**config.mk**
```make
export PLATFORM = sky130hd
export DESIGN_NAME = magic_sync_crc_frame_receiver_top
export DESIGN_NICKNAME = d
export VERILOG_FILES = /design/src/design/mscr_pkg.sv /design/src/design/mscr_crc16.sv /design/src/design/mscr_parser.sv /design/src/design/mscr_out_reg.sv /design/src/design/magic_sync_crc_frame_receiver_top.sv
export SDC_FILE = /design/constraint.sdc
export NUM_CORES = 1
export LEC_CHECK = 0
export BUFFER_PORTS_ARGS = -buffer_cell sky130_fd_sc_hd__buf_2
export CORE_UTILIZATION = 45
export CTS_CLUSTER_SIZE = 20
export DETAILED_ROUTE_END_ITERATION = 7
export PLACE_DENSITY_LB_ADDON = 0.12
export SLEW_MARGIN = 10
export SYNTH_ARGS = -nofsm -noshare
export SYNTH_HDL_FRONTEND = slang
export SYNTH_SLANG_ARGS = --single-unit
export TNS_END_PERCENT = 30
```
**constraint.sdc**
```tcl
create_clock -name clk -period 10.3 [get_ports clk]
set_clock_uncertainty 0.1 [all_clocks]
set_input_delay 1.03 -clock clk [delete_from_list [all_inputs] [get_ports clk]]
set_output_delay 1.03 -clock clk [all_outputs]
set_load 0.05 [all_outputs]
```
**src/design/mscr_pkg.sv**
```systemverilog
// Shared types and constants for the magic-sync CRC frame receiver.
// No dependencies; every other file of the block imports this package.
package mscr_pkg;

    localparam int MAGIC_BYTES_DEF = 4;
    localparam int CFG_INDEX_W     = 2;
    localparam int CFG_DATA_W      = 32;

    localparam logic [CFG_INDEX_W-1:0] CFG_MAGIC_PATTERN = 2'd0;
    localparam logic [CFG_INDEX_W-1:0] CFG_MAGIC_LENGTH  = 2'd1;

    localparam logic [2:0]  MAGIC_LENGTH_RST = 3'd4;
    localparam logic [15:0] CRC_POLY         = 16'h1021;

    localparam logic [1:0] KIND_NONE     = 2'd0;
    localparam logic [1:0] KIND_PAYLOAD  = 2'd1;
    localparam logic [1:0] KIND_FRAME_OK = 2'd2;
    localparam logic [1:0] KIND_CRC_BAD  = 2'd3;

    typedef struct packed {
        logic [1:0]  kind;
        logic [7:0]  payload_byte;
        logic [15:0] byte_index;
        logic [15:0] frame_length;
    } rslt_t;

endpackage

```
**src/design/mscr_crc16.sv**
```systemverilog
// One-byte CRC-16/XMODEM update (polynomial 0x1021, MSB first), purely combinational.
// Depends on mscr_pkg for the polynomial.
module mscr_crc16
    import mscr_pkg::*;
(
    input  logic [15:0] crc,
    input  logic [7:0]  data,
    output logic [15:0] crc_out
);

    always_comb
    begin
        logic [15:0] c;
        c = crc ^ {data, 8'h00};
        for (int i = 0; i < 8; i++)
        begin
            if (c[15])
            begin
                c = {c[14:0], 1'b0} ^ CRC_POLY;
            end
            else
            begin
                c = {c[14:0], 1'b0};
            end
        end
        crc_out = c;
    end

endmodule

```
**src/design/mscr_parser.sv**
```systemverilog
// Frame parser: configuration registers, phase state and the result for each byte.
// Depends on mscr_pkg and instantiates mscr_crc16.
module mscr_parser
    import mscr_pkg::*;
#(
    parameter int MAGIC_BYTES = MAGIC_BYTES_DEF
)
(
    input  logic                   clk,
    input  logic                   rst_n,
    input  logic                   cfg_we,
    input  logic [CFG_INDEX_W-1:0] cfg_index,
    input  logic [CFG_DATA_W-1:0]  cfg_data,
    input  logic                   step,
    input  logic [7:0]             rx_byte,
    output rslt_t                  rslt
);

    // The pattern register holds at most four sync bytes.
    localparam int SYNC_CAP_I = (MAGIC_BYTES > 4) ? 4 : ((MAGIC_BYTES < 1) ? 1 : MAGIC_BYTES);
    localparam logic [2:0] SYNC_CAP = 3'(SYNC_CAP_I);

    typedef enum logic [1:0] {
        PH_HUNT,
        PH_LEN,
        PH_DATA,
        PH_CRC
    } phase_t;

    logic [31:0] magic_pattern_reg;
    logic [2:0]  magic_length_reg;

    phase_t      phase_reg, phase_next;
    logic [2:0]  magic_count_reg, magic_count_next;
    logic [15:0] length_reg, length_next;
    logic [15:0] byte_count_reg, byte_count_next;
    logic [15:0] crc_reg, crc_next;
    logic [7:0]  crc_high_reg, crc_high_next;

    logic [15:0] crc_upd;
    logic [2:0]  sync_len;
    logic [7:0]  expect_byte;
    logic [31:0] pattern_shifted;
    logic [15:0] count_inc;

    mscr_crc16 u_crc
    (
        .crc     (crc_reg),
        .data    (rx_byte),
        .crc_out (crc_upd)
    );

    always_comb
    begin
        sync_len = magic_length_reg;
        if (sync_len == 3'd0)
        begin
            sync_len = 3'd1;
        end
        if (sync_len > SYNC_CAP)
        begin
            sync_len = SYNC_CAP;
        end
    end

    // Sync byte k sits at bits [31-8k : 24-8k]; 3-k is the bitwise inverse of k.
    assign pattern_shifted = magic_pattern_reg >> {~magic_count_reg[1:0], 3'b000};
    assign expect_byte     = pattern_shifted[7:0];
    assign count_inc       = byte_count_reg + 16'd1;

    always_comb
    begin
        phase_next       = phase_reg;
        magic_count_next = magic_count_reg;
        length_next      = length_reg;
        byte_count_next  = byte_count_reg;
        crc_next         = crc_reg;
        crc_high_next    = crc_high_reg;
        rslt             = '{kind: KIND_NONE, payload_byte: 8'd0,
                             byte_index: 16'd0, frame_length: 16'd0};
        unique case (phase_reg)
            PH_HUNT:
            begin
                if (rx_byte == expect_byte)
                begin
                    magic_count_next = magic_count_reg + 3'd1;
                end
                else
                begin
                    magic_count_next = 3'd0;
                end
                if (magic_count_next >= sync_len)
                begin
                    phase_next      = PH_LEN;
                    byte_count_next = 16'd0;
                    crc_next        = 16'd0;
                end
            end
            PH_LEN:
            begin
                if (byte_count_reg == 16'd0)
                begin
                    length_next     = {rx_byte, 8'd0};
                    byte_count_next = 16'd1;
                end
                else
                begin
                    length_next     = {length_reg[15:8], length_reg[7:0] | rx_byte};
                    byte_count_next = 16'd0;
                    phase_next      = (length_next == 16'd0) ? PH_CRC : PH_DATA;
                end
            end
            PH_DATA:
            begin
                rslt.kind         = KIND_PAYLOAD;
                rslt.payload_byte = rx_byte;
                rslt.byte_index   = byte_count_reg;
                rslt.frame_length = length_reg;
                crc_next          = crc_upd;
                byte_count_next   = count_inc;
                if (count_inc >= length_reg)
                begin
                    byte_count_next = 16'd0;
                    phase_next      = PH_CRC;
                end
            end
            PH_CRC:
            begin
                if (byte_count_reg == 16'd0)
                begin
                    crc_high_next   = rx_byte;
                    byte_count_next = 16'd1;
                end
                else
                begin
                    rslt.kind = ({crc_high_reg, rx_byte} == crc_reg) ? KIND_FRAME_OK
                                                                      : KIND_CRC_BAD;
                    rslt.frame_length = length_reg;
                    byte_count_next   = 16'd0;
                    magic_count_next  = 3'd0;
                    phase_next        = PH_HUNT;
                end
            end
            default:
            begin
                phase_next = PH_HUNT;
            end
        endcase
    end

    always_ff @(posedge clk or negedge rst_n)
    begin
        if (!rst_n)
        begin
            magic_pattern_reg <= 32'd0;
            magic_length_reg  <= MAGIC_LENGTH_RST;
            phase_reg         <= PH_HUNT;
            magic_count_reg   <= 3'd0;
            length_reg        <= 16'd0;
            byte_count_reg    <= 16'd0;
            crc_reg           <= 16'd0;
            crc_high_reg      <= 8'd0;
        end
        else
        begin
            if (cfg_we)
            begin
                unique case (cfg_index)
                    CFG_MAGIC_PATTERN: magic_pattern_reg <= cfg_data;
                    CFG_MAGIC_LENGTH:  magic_length_reg  <= cfg_data[2:0];
                    default:           ;
                endcase
            end
            if (step)
            begin
                phase_reg       <= phase_next;
                magic_count_reg <= magic_count_next;
                length_reg      <= length_next;
                byte_count_reg  <= byte_count_next;
                crc_reg         <= crc_next;
                crc_high_reg    <= crc_high_next;
            end
        end
    end

    // Leaving the CRC phase always clears the position count.
    a_hunt_count_clear: assert property (@(posedge clk) disable iff (!rst_n)
        phase_reg == PH_HUNT |-> byte_count_reg == 16'd0)
        else $error("byte count not clear while hunting");

    // A zero length field skips the payload phase entirely.
    a_data_len_nonzero: assert property (@(posedge clk) disable iff (!rst_n)
        phase_reg == PH_DATA |-> length_reg != 16'd0 && byte_count_reg < length_reg)
        else $error("payload position outside frame length");

    a_hdr_count_small: assert property (@(posedge clk) disable iff (!rst_n)
        (phase_reg == PH_LEN || phase_reg == PH_CRC) |-> byte_count_reg <= 16'd1)
        else $error("header byte count out of range");

    a_sync_enters_len: assert property (@(posedge clk) disable iff (!rst_n)
        step && phase_reg == PH_HUNT && magic_count_next >= sync_len
        |=> phase_reg == PH_LEN && crc_reg == 16'd0)
        else $error("sync match did not start the length phase");

endmodule

```
**src/design/mscr_out_reg.sv**
```systemverilog
// Result register with valid/stall handshake towards the consumer.
// Depends on mscr_pkg for the result structure.
module mscr_out_reg
    import mscr_pkg::*;
(
    input  logic  clk,
    input  logic  rst_n,
    input  logic  load,
    input  rslt_t rslt_in,
    input  logic  out_stall,
    output logic  out_valid,
    output logic  full_hold,
    output rslt_t rslt_out
);

    logic  valid_reg, valid_next;
    rslt_t data_reg;

    // The register may be refilled in the same cycle that its transaction completes.
    assign full_hold  = valid_reg && out_stall;
    assign valid_next = load ? 1'b1 : full_hold;

    always_ff @(posedge clk or negedge rst_n)
    begin
        if (!rst_n)
        begin
            valid_reg <= 1'b0;
        end
        else
        begin
            valid_reg <= valid_next;
        end
    end

    always_ff @(posedge clk)
    begin
        if (load)
        begin
            data_reg <= rslt_in;
        end
    end

    assign out_valid = valid_reg;
    assign rslt_out  = data_reg;

    a_no_overwrite: assert property (@(posedge clk) disable iff (!rst_n)
        full_hold |-> !load)
        else $error("result overwritten while stalled");

    a_hold_stalled: assert property (@(posedge clk) disable iff (!rst_n)
        full_hold |=> valid_reg && $stable(data_reg))
        else $error("stalled result changed");

    a_load_valid: assert property (@(posedge clk) disable iff (!rst_n)
        load |=> valid_reg)
        else $error("loaded result not presented");

endmodule

```
**src/design/magic_sync_crc_frame_receiver_top.sv**
```systemverilog
// Top level of the magic-sync CRC frame receiver.
// Depends on mscr_pkg; instantiates mscr_parser and mscr_out_reg.
//
// The block takes one received byte per clock cycle and returns exactly one result
// transaction per byte, in the cycle after the byte is taken. Throughput is one byte every
// cycle: the CRC update, sync compare and phase logic all settle between the parser
// state registers and the result register. Input is stalled only while the result
// register holds a transaction that the consumer is stalling. Configuration writes
// take effect at the next clock edge and belong in idle periods.
module magic_sync_crc_frame_receiver_top
    import mscr_pkg::*;
#(
    parameter int MAGIC_BYTES = MAGIC_BYTES_DEF
)
(
    input  logic                   clk,
    input  logic                   rst_n,
    input  logic                   cfg_we,
    input  logic [CFG_INDEX_W-1:0] cfg_index,
    input  logic [CFG_DATA_W-1:0]  cfg_data,
    input  logic                   in_valid,
    output logic                   in_stall,
    input  logic [7:0]             rx_byte,
    output logic                   out_valid,
    input  logic                   out_stall,
    output logic [1:0]             kind,
    output logic [7:0]             payload_byte,
    output logic [15:0]            byte_index,
    output logic [15:0]            frame_length
);

    logic  step;
    logic  full_hold;
    rslt_t rslt_comb;
    rslt_t rslt_q;

    assign in_stall = full_hold;
    assign step     = in_valid && !full_hold;

    mscr_parser #(
        .MAGIC_BYTES (MAGIC_BYTES)
    ) u_parser
    (
        .clk       (clk),
        .rst_n     (rst_n),
        .cfg_we    (cfg_we),
        .cfg_index (cfg_index),
        .cfg_data  (cfg_data),
        .step      (step),
        .rx_byte   (rx_byte),
        .rslt      (rslt_comb)
    );

    mscr_out_reg u_out
    (
        .clk       (clk),
        .rst_n     (rst_n),
        .load      (step),
        .rslt_in   (rslt_comb),
        .out_stall (out_stall),
        .out_valid (out_valid),
        .full_hold (full_hold),
        .rslt_out  (rslt_q)
    );

    assign kind         = rslt_q.kind;
    assign payload_byte = rslt_q.payload_byte;
    assign byte_index   = rslt_q.byte_index;
    assign frame_length = rslt_q.frame_length;

endmodule
```
Word-level counts from Yosys, hierarchy flattened
Cells that the tools add are included.
Operators by class
  add/sub/neg operators: 2
  magnitude comparators: 3
  eq/ne operators: 10
  shifts and indexed selects: 1
  muxes and demuxes: 32
  bitwise operators: 11
  reduce and logical (&&, ||, !) cells: 20
Operators by type and width (count)
  2-to-1 mux 13 bit: 8
  one-hot mux 16 bit (2 select lines): 2
  2-to-1 mux 16 bit: 3
  one-hot mux 16 bit (3 select lines): 1
  logical NOT 16 bit: 2
  >> shifter 32 x 5 -> 8 bit: 1
  inverter 3 bit: 8
  adder 16 x 1 -> 16 bit, second input constant: 1
  == test 16 bit: 1
  >= comparator 16 bit: 1
  XOR 16 bit: 1
  2-to-1 mux 3 bit: 5
  AND reduction 3 bit: 4
  2-to-1 mux 2 bit: 5
  == test 8 bit: 1
  2-to-1 mux 8 bit: 1
  OR 8 bit: 1
  one-hot mux 2 bit (4 select lines): 1
  AND reduction 2 bit: 4
  one-hot mux 3 bit (2 select lines): 1
  AND reduction 5 bit: 1
  == test 2 x 1 -> 1 bit, second input constant: 2
  == test 2 bit, second input constant: 2
  logical NOT 2 bit: 2
  other kinds (13): 20
Word-level totals
  register bits after elaboration: 139
  bits of input ports: 47
  output and inout bits: 44
  word-level logic and storage cells: 93

Depth between registers and ports, before layout
Gate-level depths: netlist of run 1.
  depth after elaboration: 18
  depth in mapped cells: 14
  depth with buffers taken out: 12

Modules after synthesis
A second synthesis of run 1 with hierarchy kept.
Unflattened totals
  cells, all modules: 578
  area total of the unflattened synthesis: 7065.5 µm²
Modules (own cells, without submodules)
  mscr_parser: instances 1, cells an instance 507, area an instance 5356.4 µm², seq. area each 2403.6 µm²
  mscr_out_reg: instances 1, cells an instance 45, area an instance 1300.0 µm², seq. area each 1286.2 µm²
  mscr_crc16: instances 1, cells an instance 25, area an instance 395.4 µm², seq. area each 0.0 µm²
  magic_sync_crc_frame_receiver_top: instances 1, cells an instance 1, area an instance 13.8 µm², seq. area each 0.0 µm²

Worst setup path before layout of run 1
Ideal clock, no wire load.
  kind: input to register
  from: input port rx_byte[5]
  to: register u_parser.crc_reg[10]
  setup time: 0.066 ns
  arrival: 3.570 ns
  data required time: 10.134 ns
  setup slack: 6.563 ns
  stages: 13
  buffers on the path: 3
  cell sequence: clkbuf_1 -> xnor2_1 -> nand4_1 -> or3_4 -> ha_1 -> nand2b_1 -> a21o_1 -> a21oi_1 -> nor2_1 -> and2_1 -> clkbuf_1 -> clkbuf_1 -> a22o_1
On the way
  word-level cells in the longest chain between the ends: 8
  elaborated cells on any way between the ends: 14
  those cells by class: 1 x order compare; 2 x eq/ne; 9 x mux; 1 x bitwise; 1 x reduce/logical
RTL lines
  from (decl): RTL line magic_sync_crc_frame_receiver_top.sv:23  | input logic [7:0] rx_byte,
  parallel branches: the longest is 8 deep, another holds >= comparator 3 bit
  to (signal assigned): RTL line mscr_parser.sv:180  | crc_reg <= crc_next;
  to (decl): RTL line mscr_parser.sv:37  | logic [15:0] crc_reg, crc_next;
Parallel ways; which one is timed is not known. The select of a mux whose other input is x is not followed.
A chain may end at the register's enable or synchronous reset.

Worst setup path after layout of run 1
  from: register u_parser.magic_count_reg[0]
  to: register u_parser.crc_reg[2]
On the way
  word-level cells in the longest chain between the ends: 8
  elaborated cells on any way between the ends: 9
  those cells by class: 1 x add/sub; 1 x order compare; 2 x eq/ne; 1 x shift; 2 x mux; 1 x bitwise; 1 x reduce/logical
RTL lines
  from (decl): RTL line mscr_parser.sv:34  | logic [2:0] magic_count_reg, magic_count_next;
  from (signal assigned): RTL line mscr_parser.sv:177  | magic_count_reg <= magic_count_next;
  inverter 2 bit: RTL line mscr_parser.sv:67  | assign pattern_shifted = magic_pattern_reg >> {~magic_count_reg[1:0], 3'b000};
  >> shifter 32 x 5 -> 8 bit: RTL line mscr_parser.sv:67
  == test 8 bit: RTL line mscr_parser.sv:84  | if (rx_byte == expect_byte)
  2-to-1 mux 3 bit *: RTL line mscr_parser.sv:84
  2-to-1 mux 3 bit *: RTL line mscr_parser.sv:81  | unique case (phase_reg)
  >= comparator 3 bit *: RTL line mscr_parser.sv:92  | if (magic_count_next >= sync_len)
  != test 2 x 1 -> 1 bit (no source line) *
  AND reduction 3 bit (no source line) *
Mark *: on every way between the ends. The rest lies on a longest branch, timed or not. The select of a mux whose other input is x is not followed.

==> metrics list, run 1 <==
- Count of nets after finishing: about 750
- STA classifies the critical path endpoint as a register.
* RSZ-0062 raised after global routing: no
- The floorplan step defined a die boundary enclosing around 0.016 sq mm.
- Initial antenna violation count: 0
- During synthesis, Yosys emitted a total of 0 warnings.
- The number of global-route vias before repair was 4,696.
- Max-slew violation count: 0
* Leading area contributor after synthesis: sky130_fd_sc_hd__dfrtp_1
* Final worst-path setup slack: 6.15 ns
- VDD sags by at most between 0.0001 and 0.00015 V.
- At the placement stage, the worst setup path has a slack of roughly 6.1 ns.
- Antenna cells: 0
- Synth cell count leaders: 96 x sky130_fd_sc_hd__dfrtp_1, 45 x sky130_fd_sc_hd__xnor2_1, 42 x sky130_fd_sc_hd__edfxtp_1
* Outcome: finished clean
* Clock slew at reported path FFs: roughly 0.06 ns
* Most numerous cell in the Yosys netlist: sky130_fd_sc_hd__dfrtp_1
* Number of maximum-capacitance constraint violations: 0
- The area growth from synthesis to layout is 17.0%.
- Remaining antenna violation count after routing: 0
- WL/cell: roughly 18 um
* Portion of total power attributed to combinational logic: 32.8%
- Of the cells placed in the final design, the portion with a size suffix greater than 1 is roughly a quarter.
- The die is between 100 and 150 um tall.
* Relative max-transition margin: 24.5%
- Die boundary width: approximately 130 um
- The total overflow left after global routing is 0.
* Synth async-reset ratio: 69.8%
* Post-synth top area share: approximately 35%
* CTS Root Buffer Type: sky130_fd_sc_hd__clkbuf_16
* Post-synthesis instance area: 0.00695 sq mm
- Static Leakage: 3.59 nW
* Switching power: just under 0.0008 W
- Of the total power, registers draw 38.6%.
- Post-CTS Hold Buffers: 0
- Count of cells resized by post-cts repair: 0
- In the finished design, the share of the clock period the worst path needs comes to between 40% and 50%.
- Across all hold checks on the routed design, the worst slack comes to between 0.3 and 0.4 ns.
- Final core area utilization: between 50% and 60%
- Core Area: 0.0151 sq mm
- The detailed router finished its first iteration with 294 violations.
* Top cells by area, synth: sky130_fd_sc_hd__dfrtp_1 35%, sky130_fd_sc_hd__edfxtp_1 18%, sky130_fd_sc_hd__mux2_2 5.8%
* Number of cell rows: 45
- At the pin with the least slew margin, the transition time is approximately 1.1 ns.
* CTS tree: done
- Entering global routing, the biggest net connects just over 50 pins.
* Clk network pwr share: between 20% and 30%
- Among all flip-flop cells after synthesis, the most frequent one is sky130_fd_sc_hd__dfrtp_1.
- First-pass GRT wire length: around 25,000 um
* Critical Path Fanout Max: 18
- TritonCTS created 17 clock buffers.
* Vias post-DR: between 4,000 and 5,000
* Post-detailed-route via-to-cell ratio: between 5 and 6
- Post-route DRC violation count: 0
- The pre-antenna-repair detailed-routing pass consisted of 5 iterations.
* Number of ports placed on the die boundary: 91
- Tot GR Track Use: 21.0%
* Filler instances: 1,372
- In this run, synthesis inferred 42 flip-flops with an integrated enable.
* Overall Power: 0.00217 W
- The worst setup path is launched from a register.
- Top achievable clock speed: between 0.2 and 0.25 GHz
- Adding up every negative setup slack in the final design gives 0 ns.
* Worst endpoint data arrival time: around 4.4 ns
* Switching power as a share of total power: between 30% and 40%
* Power density of the placed cells: roughly 270 mW/mm^2
- Number of buffers inserted by post-CTS setup repair: 0
* Post-Syn Nets: roughly 670
* Required time of the worst setup path: ~11 ns
- Initial Util: 45.9%
* Kind of critical path: register to register
- The final-report hold violation count is 0.
- Buffers placed on the I/O ports in this run total 90.
- Number of distinct library cell variants in the gate-level netlist after synthesis: 48
* Final critical path time including I/O delays and setup: 4.15 ns
* Endpoints failing setup: 0
- Clock latency of the later-clocked register in the worst-skew pair: between 0.4 and 0.5 ns
- Cell internal power was estimated by the tool at between 0.001 and 0.0015 W.
- Cells after Synth: 592
- Number of H-tree branching levels: 4
- Avg Cell Area, Syn: about 12 sq um
- Detailed Route WL: 15,300 um
* Maximum root-to-sink buffer count: 2
- The min-delay analysis places its worst path in the category register to register.
- Flip-flop count of the largest register, all copies and words added: 42
- Detailed placement finished with a half-perimeter wire length of 11,100 um.
- Clock sink count: roughly 140
* Flip-flop and latch count after synthesis: roughly 140
- Proportion of synthesized chip area in sequential cells: a little over half
- Final GP Congestion: 0.817
## critical path, cell delays in order (launching register included)
cell and delay (ns):
sky130_fd_sc_hd__dfrtp_1 0.70, sky130_fd_sc_hd__mux4_2 0.60, sky130_fd_sc_hd__xnor2_1 0.14, sky130_fd_sc_hd__nand4_1 0.19, sky130_fd_sc_hd__or3_4 0.42, sky130_fd_sc_hd__ha_1 0.29, sky130_fd_sc_hd__nand2b_1 0.13, sky130_fd_sc_hd__a21o_1 0.17
sky130_fd_sc_hd__a21oi_1 0.19, sky130_fd_sc_hd__nor2_1 0.06, sky130_fd_sc_hd__buf_4 0.20, sky130_fd_sc_hd__o21ai_1 0.61, sky130_fd_sc_hd__a22o_1 0.28
## power groups by stage
stage / clock (W) / sequential, W / combinational (W)
final: 0.000619 / 0.000839 / 0.000713
after global routing: 0.000657 / 0.000857 / 0.000794
after CTS: 0.000633 / 0.000838 / 0.000722
after detailed placement: 0 / 0.000845 / 0.000722
after global placement: 0 / 0.000844 / 0.000699
after floorplan: 0 / 0.000891 / 0.000483
## cell families after synthesis
logic type               after synthesis  share of synthesized area (%)
XOR/XNOR                              63                           7.94
AND/OR/NAND/NOR                      165                           12.4
multiplexers                          53                           9.86
adder cells (fa/ha/maj)               27                           4.86
AO/OA/AOI/OAI                         83                           8.17
buffers and inverters                 62                           3.69
flip-flops                           139                           53.1
## through the flow
| stage | cells | cell area (sq um) |
|---|---|---|
| 4_1_cts | 873 | 8130 |
| 3_5_place_dp | 841 | 7530 |
| 3_3_place_gp | 841 | 7530 |
| 5_1_grt | 873 | 8130 |
| 6_report | 873 | 8130 |
| 2_1_floorplan | 592 | 6950 |
## path summary, 6_finish.rpt
kind | slack, ns | from | endpoint | cells past startpoint
max | 6.15 | u_parser.magic_count_reg[0] | u_parser.crc_reg[2] | 12
min | 0.40 | u_parser.magic_count_reg[2] | u_parser.magic_count_reg[2] | 1
max reg2reg | 6.15 | u_parser.magic_count_reg[0] | u_parser.crc_reg[2] | 12
min reg2reg | 0.40 | u_parser.magic_count_reg[2] | u_parser.magic_count_reg[2] | 1
max in group asynchronous | 8.49 | rst_n | u_parser.byte_count_reg[4] | 2
min in group asynchronous | 0.53 | rst_n | u_parser.magic_pattern_reg[6] | 1
## area by class of cell
| class | count | area [sq um] | area share [%] |
|---|---|---|---|
| sequential | 139 | 3690 | 45.4 |
| multi-input combinational | 391 | 3010 | 37.0 |
| timing repair buffer | 95 | 490 | 6.03 |
| clock buffer | 19 | 433 | 5.32 |
| tap | 188 | 235 | 2.89 |
| clock inverter | 13 | 166 | 2.05 |
| inverter | 28 | 105 | 1.29 |
## metal layers
layer  GRT usage, %  wire length, um
met5              0                0
met4           8.65              218
met3           4.47              855
met2           32.8             6980
met1           28.7             7230
## placed cells by master, fill, tap and decap left out, types with 3 or more instances in the layout
cell / Yosys / final
sky130_fd_sc_hd__bufinv_16: 0 / 3
sky130_fd_sc_hd__a211o_1: 3 / 3
sky130_fd_sc_hd__nand3_1: 8 / 8
sky130_fd_sc_hd__o21a_1: 3 / 3
sky130_fd_sc_hd__buf_4: 0 / 6
sky130_fd_sc_hd__xnor2_1: 45 / 45
sky130_fd_sc_hd__and2_1: 27 / 27
sky130_fd_sc_hd__xor2_1: 18 / 18
sky130_fd_sc_hd__mux2_1: 8 / 8
sky130_fd_sc_hd__nand2b_1: 5 / 5
sky130_fd_sc_hd__nand4_1: 12 / 12
sky130_fd_sc_hd__nor2_1: 38 / 38
sky130_fd_sc_hd__nor3_1: 11 / 11
sky130_fd_sc_hd__a22o_1: 25 / 25
sky130_fd_sc_hd__inv_1: 28 / 27
sky130_fd_sc_hd__mux4_2: 8 / 8
sky130_fd_sc_hd__clkbuf_16: 0 / 17
sky130_fd_sc_hd__mux2_2: 36 / 36
sky130_fd_sc_hd__ha_1: 27 / 27
sky130_fd_sc_hd__edfxtp_1: 42 / 42
sky130_fd_sc_hd__buf_2: 7 / 89
sky130_fd_sc_hd__a21oi_1: 19 / 19
sky130_fd_sc_hd__nand2_1: 31 / 31
sky130_fd_sc_hd__o21ai_0: 19 / 19
sky130_fd_sc_hd__nor4_1: 11 / 11
sky130_fd_sc_hd__o21ai_1: 4 / 4
sky130_fd_sc_hd__and3_1: 4 / 4
sky130_fd_sc_hd__clkinv_4: 0 / 3
sky130_fd_sc_hd__dfrtp_1: 96 / 96
sky130_fd_sc_hd__inv_6: 0 / 3
sky130_fd_sc_hd__nor2b_1: 6 / 6
Note: power is estimated with default switching activity, not from simulation.
==> run 2, diff against run 1 <==
clock period = 3.6 ns   (was 10.3 ns; I/O delays follow)
==> run 2 against run 1 <==
- wire length increased by 1.6%
- sequential share of layout area decreased by 1.4 points
- register-to-register slack got worse by 6.0 ns
- clock-buffer cell count increased by 3
- worst hold slack got worse by 0.34 ns
- sequential cell count unchanged
- via count increased by 4.4%
- sequential power increased to 2.8 times the previous value
- first-iteration DRC count decreased by 0.68%
- highest routed layer unchanged
==> metrics list, run 2 (same netlist as run 1, synthesis figures left out) <==
- Outcome: finished clean (unchanged)
- The biggest cell delay along the critical path came to 0.51 ns (was 0.70 ns).
* Initial antenna violation count: 0 (unchanged)
- Relative max-transition margin: 48.6% (was 24.5%)
* Die Height: 126 um (unchanged)
- Reg-to-reg critical path startpoint: u_parser.magic_count_reg[0] (unchanged)
- The maximum frequency from static timing analysis came to 0.293 GHz (was 0.241 GHz).
* Vias post-DR: 4,854 (was 4,651)
- The final setup violation count came to 0 (unchanged).
- The clock input transition at the sequential cells of the worst setup and hold paths is 0.06 ns (about the same).
* Number of cell rows: 45 (unchanged)
- The critical path buffer and inverter count came to 2 (was 1).
* Antenna cells: 0 (unchanged)
* Grt total ovfl: 0 (unchanged)
- Post-detailed-route via-to-cell ratio: 5.39 (was 5.33)
- The area of the die came to 0.0159 sq mm (unchanged).
* Kind of critical path: register to register (unchanged)
* Number of H-tree branching levels: 4 (unchanged)
- Pin count of the biggest net entering global routing: 98 (was 51)
- The max capacitance violation total is 0 (unchanged).
- Filler instances: 1,296 (was 1,372)
- The iteration-0 DRC count of the detailed router was 292 (was 294).
- The maximum fanout along the worst path came to 9 (was 18).
- Commonest cells after routing, fill and taps aside: 96 x sky130_fd_sc_hd__dfrtp_1, 89 x sky130_fd_sc_hd__buf_2, 45 x sky130_fd_sc_hd__xnor2_1 (unchanged)
- The global-route wire length before repair was 25,500 um (was 25,400 um).
- Post-route DRC violation count: 0 (unchanged)
- The number of buffers inserted by port buffering was 90 (unchanged).
- Clock sink count: 139 (unchanged)
* Tot GR Track Use: 21.1% (was 21.0%)
* Peak supply drop: 0.000358 V (was 0.000129 V)
- Most common cell after layout, fill and taps aside: sky130_fd_sc_hd__dfrtp_1 (unchanged)
* Static Leakage: 3.76 nW (was 3.59 nW)
- The maximum buffer depth of the clock tree came to 2 (unchanged).
* Transition time at the pin with the least slew margin: 0.771 ns (was 1.13 ns)
- The post-detailed-route wirelength per cell is 17.2 um (was 17.5 um).
- Worst Reg-to-Reg Cells: 13 (was 12)
- The clock latency reported for the late side of the worst-skew pair is 0.43 ns (was 0.42 ns).
- Hold crit path type: input port to register (was register to register)
- Die boundary width: 126 um (unchanged)
- Setup crit start kind: register (unchanged)
* Final critical path time including I/O delays and setup: 3.41 ns (was 4.15 ns)
- The final-stage net count was 773 (was 746).
- Kind of cell with the highest combined delay on the critical path: simple AND/OR/NAND/NOR gates (was compound AO/OA/AOI/OAI gates)
- Power density of the placed cells: 756 mW/mm^2 (was 267 mW/mm^2)
- Cell breakdown of the critical path: buf_6 > mux4_2 > xnor2_1 > nand4_1 > or3_4 > ha_1 > nand2b_1 > a21o_1 > a21oi_1 > nand2b_4 > buf_6 > nor2_4 > a22o_1 (was mux4_2 > xnor2_1 > nand4_1 > or3_4 > ha_1 > nand2b_1 > a21o_1 > a21oi_1 > nor2_1 > buf_4 > o21ai_1 > a22o_1).
- The required time of the critical path is 3.81 ns (was 10.56 ns).
- The arrival time reported for the critical path endpoint was 3.62 ns (was 4.41 ns).
* Flip-flop count of the largest register, all copies and words added: 42 (unchanged)
- Overall Power: 0.00635 W (was 0.00217 W)
* Final clock period utilization by the worst path: 94.8% (was 40.3%)
- The max-slew violation total from the final report was 0 (unchanged).
- The startpoint of the worst hold path is cfg_data[17] (was u_parser.magic_count_reg[2]).
- Critical path launch point: u_parser.magic_count_reg[0] (unchanged)
- The cell type of the slowest stage on the worst timing path is sky130_fd_sc_hd__mux4_2 (was sky130_fd_sc_hd__dfrtp_1).
* Synth-to-Final Area Change: 20.8% (was 17.0%)
- Number of ports placed on the die boundary: 91 (unchanged)
- Crit. path cell count: 13 (was 12)
* CTS Root Buffer Type: sky130_fd_sc_hd__clkbuf_16 (unchanged)
* Number of global-route vias before repair: 4,897 (was 4,696)
- The final-report hold violation count was 0 (unchanged).
- The area of the placeable core is 0.0151 sq mm (unchanged).
* Initial Util: 45.9% (unchanged)
- The remaining number of nets flagged by the antenna check after routing was 0 (unchanged).
- Detailed Route WL: 15,500 um (was 15,300 um)
- The placed wire-length estimate came to 11,100 um (about the same).
* Cts bufs inserted: 17 (unchanged)
- The routability-driven placement congestion ratio was 0.835 (was 0.817).
- The number of search-and-repair iterations in the first detailed-routing pass came to 5 (unchanged).
- The count of cells along the worst hold path was 2 (was 1).
- The tightest hold margin came to 0.0575 ns (was 0.400 ns).
- Layout cell share with drive strength beyond 1: 29.1% (was 26.0%)
- The most numerous cell type found on the critical path is sky130_fd_sc_hd__buf_6.
* CTS tree: done (unchanged)
* Worst setup EP type: register (unchanged)
==> run 2: changes by cell type in the layout (fill, tap and decap cells not counted), moves of 2 or more <==
cell                         change
sky130_fd_sc_hd__buf_6           +2
sky130_fd_sc_hd__inv_4           +3
sky130_fd_sc_hd__clkbuf_16       +3
sky130_fd_sc_hd__clkinvlp_4      -2
sky130_fd_sc_hd__buf_4          +23
==> run 2: stage by stage <==
step | utilization, % | instance area [sq um] | setup TNS [ns] | setup slack (ns) | instances
finish | 55.4 | 8400 | 0 | 0.187 | 900
global route | 55.4 | 8400 | -0.00437 | -0.00437 | 900
CTS | 55.3 | 8370 | 0 | 0.0816 | 899
detailed placement | 51.0 | 7730 | 0 | 0.0901 | 866
global placement | 51.0 | 7730 | 0 | 0.144 | 866
floorplan | - | 6950 | 0 | 0.139 | 592
==> run 2: path summary, 6_finish.rpt <==
kind | end | slack, ns
min | u_parser.magic_pattern_reg[17] | 0.06
max reg2reg | u_parser.byte_count_reg[10] | 0.19
max in group asynchronous | u_parser.byte_count_reg[15] | 2.56
min in group asynchronous | u_parser.magic_pattern_reg[29] | 0.41
min reg2reg | u_parser.magic_count_reg[2] | 0.39
max | u_parser.byte_count_reg[10] | 0.19
==> run 2: what timing repair did <==
item / in CTS / in global routing
gates resized for setup: 0 / 4
setup buffers: 0 / 1
hold endpoints to repair: 96 / 0
hold buffers: 1 / 0
endpoints found under the setup margin: 0 / 26
==> run 2: routing by layer <==
| layer | vias to the layer above | routed length [um] | global-route usage [%] |
|---|---|---|---|
| met1 | 2400 | 7200 | 27.4 |
| met5 | - | 0 | 0 |
| met4 | 0 | 229 | 7.80 |
| met2 | 139 | 7300 | 33.8 |
| li1 | 2297 | - | - |
| met3 | 18 | 786 | 6.16 |
==> run 2: area by class of cell <==
cell class,count,area (sq um),area share [%]
Tap cell,188,235,2.80
Inverter,28,105,1.25
Sequential cell,139,3690,43.9
Multi-Input combinational cell,391,3020,36.0
Timing Repair Buffer,122,716,8.52
Clock inverter,10,123,1.46
Clock buffer,22,508,6.05
==> run 2: report_power, final <==
group | switching, W | leakage [nW] | internal [W]
Sequential | 0.000284 | 1.62 | 0.00207
Combinational | 0.00128 | 1.82 | 0.000880
Clock | 0.000683 | 0.312 | 0.00115
Total | 0.00224 | 3.76 | 0.00410
==> run 2: worst register-to-register path, cell delays in order (launching register included) <==
cell	delay, ns
sky130_fd_sc_hd__dfrtp_1	0.36
sky130_fd_sc_hd__buf_6	0.15
sky130_fd_sc_hd__mux4_2	0.52
sky130_fd_sc_hd__xnor2_1	0.16
sky130_fd_sc_hd__nand4_1	0.16
sky130_fd_sc_hd__or3_4	0.41
sky130_fd_sc_hd__ha_1	0.29
sky130_fd_sc_hd__nand2b_1	0.14
sky130_fd_sc_hd__a21o_1	0.17
sky130_fd_sc_hd__a21oi_1	0.18
sky130_fd_sc_hd__nand2b_4	0.17
sky130_fd_sc_hd__buf_6	0.16
sky130_fd_sc_hd__nor2_4	0.07
sky130_fd_sc_hd__a22o_1	0.25
